===== src/rtl/swr_pkg.sv =====
// ----------------------------------------------------------------------------
// swr_pkg
// Shared types and constants of the sliding window receiver: transfer
// payloads, register indexes, controller states and control bundles.
// ----------------------------------------------------------------------------
package swr_pkg;

  localparam int unsigned SEQ_SLOTS_DEF   = 64;
  localparam int unsigned BUF_ENTRIES_DEF = 27;

  localparam int unsigned CFG_W    = 7;
  localparam int unsigned SEQ_W    = 6;
  localparam int unsigned BYTE_W   = 8;
  localparam int unsigned CFG_IDX_W = 1;

  localparam logic [CFG_W-1:0] WINDOW_SIZE_RST   = 7'd4;
  localparam logic [CFG_W-1:0] SEGMENT_LIMIT_RST = 7'd28;

  localparam logic [CFG_IDX_W-1:0] REG_WINDOW_SIZE   = 1'b0;
  localparam logic [CFG_IDX_W-1:0] REG_SEGMENT_LIMIT = 1'b1;

  localparam logic KIND_BYTE = 1'b0;
  localparam logic KIND_ACK  = 1'b1;

  typedef struct packed {
    logic [SEQ_W-1:0]  seq_num;
    logic [BYTE_W-1:0] payload;
  } in_item_t;

  typedef struct packed {
    logic              kind;
    logic [BYTE_W-1:0] out_byte;
    logic [SEQ_W-1:0]  next_expected;
    logic              dropped;
    logic              last;
  } out_item_t;

  typedef enum logic [2:0] {
    S_IDLE,
    S_SCAN,
    S_READ,
    S_BYTE,
    S_ACK
  } state_t;

  typedef struct packed {
    logic load_item;
    logic scan;
    logic rd_issue;
    logic drain_done;
    logic load_byte;
    logic load_ack;
  } dp_cmd_t;

  typedef struct packed {
    logic scan_end;
    logic scan_hole;
    logic drain_empty;
    logic out_busy;
  } dp_sts_t;

endpackage


===== src/rtl/swr_ctrl.sv =====
// ----------------------------------------------------------------------------
// swr_ctrl
// Sequencer of the receiver: takes a segment, steps the hole scan, walks the
// byte drain and issues the acknowledgement.
// ----------------------------------------------------------------------------
module swr_ctrl (
  input  logic             clk,
  input  logic             rst_n,
  input  logic             in_valid,
  output logic             in_ready,
  input  swr_pkg::dp_sts_t sts,
  output swr_pkg::dp_cmd_t cmd
);
  import swr_pkg::*;

  state_t state_r;
  state_t state_nxt;

  always_ff @(posedge clk) begin
    if (!rst_n) begin
      state_r <= S_IDLE;
    end else begin
      state_r <= state_nxt;
    end
  end

  always_comb begin
    state_nxt = state_r;
    cmd       = '0;
    in_ready  = 1'b0;
    case (state_r)
      S_IDLE: begin
        in_ready = 1'b1;
        if (in_valid) begin
          cmd.load_item = 1'b1;
          state_nxt     = S_SCAN;
        end
      end
      S_SCAN: begin
        cmd.scan = 1'b1;
        if (sts.scan_end) begin
          state_nxt = S_READ;
        end else if (sts.scan_hole) begin
          state_nxt = S_ACK;
        end
      end
      S_READ: begin
        if (!sts.out_busy) begin
          if (sts.drain_empty) begin
            cmd.drain_done = 1'b1;
            state_nxt      = S_ACK;
          end else begin
            cmd.rd_issue = 1'b1;
            state_nxt    = S_BYTE;
          end
        end
      end
      S_BYTE: begin
        cmd.load_byte = 1'b1;
        state_nxt     = S_READ;
      end
      S_ACK: begin
        if (!sts.out_busy) begin
          cmd.load_ack = 1'b1;
          state_nxt    = S_IDLE;
        end
      end
      default: begin
        state_nxt = S_IDLE;
      end
    endcase
  end

endmodule


===== src/rtl/swr_dp.sv =====
// ----------------------------------------------------------------------------
// swr_dp
// Datapath of the receiver: window registers, received map, byte store,
// hole scan pointer and the result register.
// ----------------------------------------------------------------------------
module swr_dp #(
  parameter int unsigned SEQ_SLOTS   = swr_pkg::SEQ_SLOTS_DEF,
  parameter int unsigned BUF_ENTRIES = swr_pkg::BUF_ENTRIES_DEF
) (
  input  logic                               clk,
  input  logic                               rst_n,
  input  swr_pkg::in_item_t                  in_data,
  output swr_pkg::out_item_t                 out_data,
  output logic                               out_valid,
  input  logic                               out_ready,
  input  logic                               cfg_valid,
  input  logic [swr_pkg::CFG_IDX_W-1:0]      cfg_index,
  input  logic [swr_pkg::CFG_W-1:0]          cfg_wdata,
  input  swr_pkg::dp_cmd_t                   cmd,
  output swr_pkg::dp_sts_t                   sts
);
  import swr_pkg::*;

  localparam int unsigned MAP_IDX_W = $clog2(SEQ_SLOTS);
  localparam int unsigned CNT_W     = $clog2(BUF_ENTRIES + 1);
  localparam int unsigned IDX_W     = (BUF_ENTRIES > 1) ? $clog2(BUF_ENTRIES) : 1;

  logic [CFG_W-1:0]        window_size_r;
  logic [CFG_W-1:0]        segment_limit_r;
  logic signed [CFG_W-1:0] lio_r;
  logic [CFG_W-1:0]        pos_r;
  logic [SEQ_SLOTS-1:0]    map_r;
  logic [CNT_W-1:0]        cnt_r;
  logic [CNT_W-1:0]        rd_idx_r;
  logic [BYTE_W-1:0]       mem [BUF_ENTRIES];
  logic [BYTE_W-1:0]       rd_data_r;
  logic [SEQ_W-1:0]        next_r;
  logic                    drop_r;
  logic                    out_valid_r;
  out_item_t               out_data_r;

  logic [CFG_W-1:0]        lim;
  logic signed [8:0]       sum_s;
  logic signed [8:0]       top_s;
  logic signed [8:0]       bound_s;
  logic                    full;
  logic                    seq_in_range;
  logic                    map_bit;

  assign lim   = (segment_limit_r > CFG_W'(SEQ_SLOTS)) ? CFG_W'(SEQ_SLOTS) : segment_limit_r;
  assign sum_s = $signed({{2{lio_r[CFG_W-1]}}, lio_r}) + $signed({2'b00, window_size_r});
  assign top_s = $signed({2'b00, lim}) - 9'sd1;
  assign bound_s = (sum_s < top_s) ? sum_s : top_s;

  assign full         = (cnt_r == CNT_W'(BUF_ENTRIES));
  assign seq_in_range = ({1'b0, in_data.seq_num} < lim);
  assign map_bit      = map_r[pos_r[MAP_IDX_W-1:0]];

  assign sts.scan_end    = ($signed({2'b00, pos_r}) > bound_s);
  assign sts.scan_hole   = !sts.scan_end && !map_bit;
  assign sts.drain_empty = (rd_idx_r == cnt_r);
  assign sts.out_busy    = out_valid_r;

  assign out_valid = out_valid_r;
  assign out_data  = out_data_r;

  // control state
  always_ff @(posedge clk) begin
    if (!rst_n) begin
      window_size_r   <= WINDOW_SIZE_RST;
      segment_limit_r <= SEGMENT_LIMIT_RST;
      lio_r           <= -7'sd1;
      map_r           <= '0;
      cnt_r           <= '0;
      out_valid_r     <= 1'b0;
    end else begin
      if (cfg_valid) begin
        case (cfg_index)
          REG_WINDOW_SIZE:   window_size_r   <= cfg_wdata;
          REG_SEGMENT_LIMIT: segment_limit_r <= cfg_wdata;
          default: ;
        endcase
      end
      if (cmd.load_item) begin
        if (!full) begin
          cnt_r <= cnt_r + CNT_W'(1);
        end
        if (seq_in_range) begin
          map_r[in_data.seq_num[MAP_IDX_W-1:0]] <= 1'b1;
        end
      end
      if (cmd.scan && sts.scan_hole) begin
        lio_r <= $signed(pos_r) - 7'sd1;
      end
      if (cmd.drain_done) begin
        map_r <= '0;
        cnt_r <= '0;
        lio_r <= -7'sd1;
      end
      if (cmd.load_byte || cmd.load_ack) begin
        out_valid_r <= 1'b1;
      end else if (out_ready) begin
        out_valid_r <= 1'b0;
      end
    end
  end

  // scan pointer, drain pointer and result payload
  always_ff @(posedge clk) begin
    if (cmd.load_item) begin
      pos_r    <= unsigned'(lio_r + 7'sd1);
      rd_idx_r <= '0;
      drop_r   <= full;
    end
    if (cmd.scan && !sts.scan_end && !sts.scan_hole) begin
      pos_r <= pos_r + CFG_W'(1);
    end
    if (cmd.scan && sts.scan_hole) begin
      next_r <= pos_r[SEQ_W-1:0];
    end
    if (cmd.drain_done) begin
      next_r <= '0;
    end
    if (cmd.rd_issue) begin
      rd_idx_r <= rd_idx_r + CNT_W'(1);
    end
    if (cmd.load_byte) begin
      out_data_r.kind          <= KIND_BYTE;
      out_data_r.out_byte      <= rd_data_r;
      out_data_r.next_expected <= '0;
      out_data_r.dropped       <= 1'b0;
      out_data_r.last          <= 1'b0;
    end else if (cmd.load_ack) begin
      out_data_r.kind          <= KIND_ACK;
      out_data_r.out_byte      <= '0;
      out_data_r.next_expected <= next_r;
      out_data_r.dropped       <= drop_r;
      out_data_r.last          <= 1'b1;
    end
  end

  // byte store
  always_ff @(posedge clk) begin
    if (cmd.load_item && !full) begin
      mem[cnt_r[IDX_W-1:0]] <= in_data.payload;
    end
    if (cmd.rd_issue) begin
      rd_data_r <= mem[rd_idx_r[IDX_W-1:0]];
    end
  end

endmodule


===== src/rtl/sliding_window_receiver_top.sv =====
// ----------------------------------------------------------------------------
// sliding_window_receiver_top
// Sliding window receiver with selective acknowledgement.
//
// Segments (seq_num, payload) arrive on the in_ channel, one transfer each.
// Each payload byte joins an arrival-order store unless it is full. The slot
// of the segment is marked if below the limit, then a scan walks from one
// past the last in-order slot to the window bound, one slot per cycle,
// looking for a hole. A hole becomes next_expected; with no hole every
// stored byte goes out on the out_ channel in arrival order (kind byte) and
// the window restarts at zero. Every segment ends with one acknowledgement
// transfer (kind ack, last set). A segment is taken, then scanned over at
// most 64 slots; when draining, each stored byte is read through the byte
// store's single read port and loaded into the output register, and the ack
// comes last; the out_ receiver can stall the bytes and the ack. A result
// waits in an output register, so the next segment may be taken while the
// last ack is still pending. cfg_ writes are taken every cycle and belong
// only to idle periods. A synchronous reset clears the map and store count
// and loads window 4 and limit 28, with no clearing pass.
// ----------------------------------------------------------------------------
module sliding_window_receiver_top #(
  parameter int unsigned SEQ_SLOTS   = swr_pkg::SEQ_SLOTS_DEF,
  parameter int unsigned BUF_ENTRIES = swr_pkg::BUF_ENTRIES_DEF
) (
  input  logic                          clk,
  input  logic                          rst_n,
  input  logic                          in_valid,
  output logic                          in_ready,
  input  swr_pkg::in_item_t             in_data,
  output logic                          out_valid,
  input  logic                          out_ready,
  output swr_pkg::out_item_t            out_data,
  input  logic                          cfg_valid,
  output logic                          cfg_ready,
  input  logic [swr_pkg::CFG_IDX_W-1:0] cfg_index,
  input  logic [swr_pkg::CFG_W-1:0]     cfg_wdata
);
  import swr_pkg::*;

  dp_cmd_t cmd;
  dp_sts_t sts;

  assign cfg_ready = 1'b1;

  swr_ctrl u_ctrl (
    .clk      (clk),
    .rst_n    (rst_n),
    .in_valid (in_valid),
    .in_ready (in_ready),
    .sts      (sts),
    .cmd      (cmd)
  );

  swr_dp #(
    .SEQ_SLOTS   (SEQ_SLOTS),
    .BUF_ENTRIES (BUF_ENTRIES)
  ) u_dp (
    .clk       (clk),
    .rst_n     (rst_n),
    .in_data   (in_data),
    .out_data  (out_data),
    .out_valid (out_valid),
    .out_ready (out_ready),
    .cfg_valid (cfg_valid && cfg_ready),
    .cfg_index (cfg_index),
    .cfg_wdata (cfg_wdata),
    .cmd       (cmd),
    .sts       (sts)
  );

endmodule


===== config.mk =====
export PLATFORM = sky130hd
export DESIGN_NAME = sliding_window_receiver_top
export DESIGN_NICKNAME = d
export VERILOG_FILES = /design/src/rtl/swr_pkg.sv /design/src/rtl/swr_ctrl.sv /design/src/rtl/swr_dp.sv /design/src/rtl/sliding_window_receiver_top.sv
export SDC_FILE = /design/constraint.sdc
export NUM_CORES = 1
export LEC_CHECK = 0
export BUFFER_PORTS_ARGS = -buffer_cell sky130_fd_sc_hd__buf_2
export CORE_ASPECT_RATIO = 0.9
export CORE_MARGIN = 5
export CORE_UTILIZATION = 35
export CTS_BUF_LIST = sky130_fd_sc_hd__clkbuf_16
export DETAILED_ROUTE_END_ITERATION = 10
export GPL_ROUTABILITY_DRIVEN = 0
export GPL_TIMING_DRIVEN = 0
export PLACE_DENSITY = 0.59
export SYNTH_ARGS = -nofsm -noshare
export SYNTH_HDL_FRONTEND = slang
export SYNTH_HIERARCHICAL = 1
export SYNTH_SLANG_ARGS = --single-unit

===== constraint.sdc =====
create_clock -name clk -period 6.48 [get_ports clk]
set_clock_uncertainty 0.2 [all_clocks]
set_input_delay 0.324 -clock clk [delete_from_list [all_inputs] [get_ports clk]]
set_output_delay 0.324 -clock clk [all_outputs]
set_load 0.02 [all_outputs]

==> run summary <==
The clock net in this run drives a total of 353 sinks. Kind of start point of the critical path: a flip-flop. The clock passes through at most 3 buffers. At the pin with the least slew margin, the transition time is 1020 ps. Data on the critical path arrives at its endpoint at 6020 ps. The tools report the share of total power in the clock network as 26.3%.

Per report_power, the combinational group accounts for 37.3% of the total. The initial utilization of the core area, before any placement, comes to 35.3%. In this run the power spent charging and discharging nets is 2.62 mW. For this run, the top clock speed supported by timing is 167 MHz.

Net switching is 34.5% of the power. The cell count after placement was 1783. In the synthesized netlist the async set-or-reset flop fraction comes to 0%.

The shortest clock period the worst path allows after layout was 6000 ps; the post-detailed-route count of antenna-violating nets was 0. The slowest cell on the critical path is a21oi_2. The peak per-stage delay on the critical path was 540 ps; the final-stage net count was 1298. The area growth from synthesis to layout is 14.3%. The total inserted antenna cells was 0; the depth of the CTS H-tree was 2.

The tools report the internal power component as 4.99 mW. On the final layout, the worst hold slack is 56.4 ps. The finished layout holds 1861 standard cells, fillers aside. Clock latency on the worst-skew pair, taken at its later pin, is 540 ps.

Number of global-route vias before repair: 9441. The number of iterations in the first detailed-routing pass is 5. The run finished with clean final reports. The post-synthesis cell type count was 72; the number of failing setup endpoints in the final timing report was 0. Across the run, the number of max-cap violations was 0. TritonCTS built the clock tree.

The routed design has 37.2 mm of wire. The first global-routing pass estimated 56.9 mm of wire. At the worst endpoint, the required time is 6500 ps. Class of the most critical setup path: flip-flop to flip-flop. The tools report the root buffer cell as clkbuf_16.

In the synthesized netlist the dominant register cell turns out to be edfxtp_1. Clock-pin slew was measured on the worst setup and hold paths at 50 ps. The cell count after synthesis is 1137, and the share of post-route cells with drive strength above 1 is 16.7%. The number of cell rows is 73, and the Yosys warning count is 6. Global routing used 15.1% of the available tracks across all layers. Counting flops with a built-in enable in the synthesized netlist gives 245.

The total vias in the final route was 9496; the total of cells resized after clock tree synthesis was 0. The signal on the critical path passes through ha_1, inv_1, fa_1, nor2b_1, o31a_1, o21ai_0, nand2_1, xnor2_1, ha_1, o2111ai_1, a31oi_1, o31a_1, clkbuf_1, o21ai_0, ha_1, a21oi_1, a21oi_1, o31a_1, o22ai_1, nand3_1, a21oi_2, or2_2. Setup repair after global routing left no endpoint under its margin.

The count of buffers added on input and output ports is 45. The die is 232 um wide. The total of flip-flops plus latches after synthesis is 353. The core region is 44000 um2. STA classifies the critical path endpoint as a flip-flop.

The share of the Yosys chip area taken by registers is 61.2%. After detailed routing, the number of vias per cell comes to 5.10. The tools report the number of design rule violations left after detail routing as 0. Of the available clock period, the critical path in the final layout requires 92.6%. The violation count after the first detailed-route iteration is 897, and the largest driver fanout on the critical path is 10.

Pin placement for this block handled 47 I/O pins. The tools report the number of antenna violations at the first check in global routing as 0. For this design the ratio of total power to cell area is 428 nW/um2. After routing, the total negative slack on setup checks comes to 0 ps.

In this run, post-CTS hold repair placed 10 buffers. Buffers added to address setup during post-CTS repair amount to 0. The die covers 48800 um2.

The average cell area after synthesis is 13.7 um2. The number of nets in the synthesized netlist is 1202. The number of clock buffers added by TritonCTS is 38. The number of slew-limit violations in the final report was 0; the slack of the worst reg-to-reg path was 480 ps. After detailed routing, the average wire length per cell comes to 20.0 um. The largest net degree at the start of global routing is 28, and the peak supply drop is 0.274 mV. Class of the tightest hold or removal check: input port to flip-flop. Summed over all cells, the static leakage comes to 6.11 nW. The die is 210 um tall.

The sequential share of power is 36.4%, and the netlist area before placement is 15600 um2. Final hold violation count: 0. The residual overflow from global routing was 0; the worst slew margin relative to its limit was 31.9%. The post-detailed-placement half-perimeter wirelength is 25.2 mm.
-- area by class of cell --
class                           count  area [um2]
Inverter                           17        68.8
Sequential cell                   353        9520
Clock inverter                     29         164
Fill cell                        4141       26200
Buffer                             58         347
Timing Repair Buffer               56         333
Clock buffer                       39         976
Tap cell                          600         751
Multi-Input combinational cell    709        5620
-- cell families after synthesis --
group	after synthesis	synth area share [%]
buffers and inverters	75	2.67
muxes	137	14.4
and+or+nand+nor	334	10.3
other	1	0.0241
AOI/OAI and AO/OA	164	6.24
adders and majority gates	38	3.11
xor gates and xnor gates	35	1.97
DFF	353	61.2
-- cell usage after synthesis, types with 15 or more instances --
library cell	instances	area (um2)
clkbuf_1	31	116
ha_1	37	463
edfxtp_1	245	7360
nand2_1	123	462
a21oi_1	21	105
mux4_2	65	1460
dfxtp_1	108	2160
mux2i_1	60	601
xnor2_1	18	158
and2_1	18	113
nor2b_1	18	113
o21ai_0	92	460
nand3_1	27	135
nor2_1	75	282
nand2b_1	15	93.8
inv_1	15	56.3
xor2_1	17	149
-- routing by layer --
metal  share of wire [%]  routed length, um  global-route usage (%)
met1                  46              17000                    21.8
met2                  47              17300                    23.9
met3                 5.4               2000                    2.40
met4                 2.2                822                    4.07
met5                   0                  0                       0
-- final timing paths --
| path | startpoint | end | cells after the start |
|---|---|---|---|
| min | cfg_index | u_dp/segment_limit_r[5]$_SDFFE_PN0P_ | 4 |
| max | u_dp/lio_r[0]$_SDFFE_PP1P_ | u_dp/pos_r[5]$_DFFE_PP_ | 22 |
| max reg2reg | u_dp/lio_r[0]$_SDFFE_PP1P_ | u_dp/pos_r[5]$_DFFE_PP_ | 22 |
| min reg2reg | u_dp/map_r[9]$_SDFFE_PP0P_ | u_dp/map_r[9]$_SDFFE_PP0P_ | 2 |
-- power groups by stage --
stage	registers, mW	clock network, mW	logic, mW
finish	2.77	2.00	2.84
global route	2.79	2.15	3.13
floorplan	2.80	0	2.10
CTS	2.77	2.06	2.87
detailed placement	2.82	0	2.84
global placement	2.82	0	2.80
-- flip-flops by register name, summed over array words and instances, names as in the netlist, 6 cells and up --
signal                flops
u_dp/next_r               6
u_dp/rd_data_r            8
u_dp/pos_r                7
u_dp/map_r               64
u_dp/mem                216
u_dp/lio_r                7
u_dp/out_data            16
u_dp/window_size_r        7
u_dp/segment_limit_r      7
-- critical path: cells and delay by family (launching register included) --
kind	cells	cell delay, ps
AO/OA/AOI/OAI	11	2420
buffers and inverters	2	380
adder cells (fa/ha/maj)	4	1270
flip-flops	1	480
AND/OR/NAND/NOR	4	870
XOR/XNOR	1	90
-- cells in the final DEF, fill, tap and decap left out, drive strengths merged, types with 37 or more instances in the layout --
cell / instances
dfxtp: 108
edfxtp: 245
buf: 69
clkbuf: 74
o21ai: 94
mux4: 68
nand2: 123
ha: 37
nor2: 75
mux2i: 60
-- stage by stage --
step	area (um2)	worst slack (ps)	util, %	total power [mW]
6_report	17800	480	40.4	7.61
5_1_grt	17800	94.1	40.4	8.07
4_1_cts	17800	452	40.4	7.70
3_5_place_dp	16500	462	37.6	5.67
3_3_place_gp	16500	505	37.5	5.61
2_1_floorplan	15600	1410	-	4.90
No activity file was read; power rests on OpenSTA's default activity.
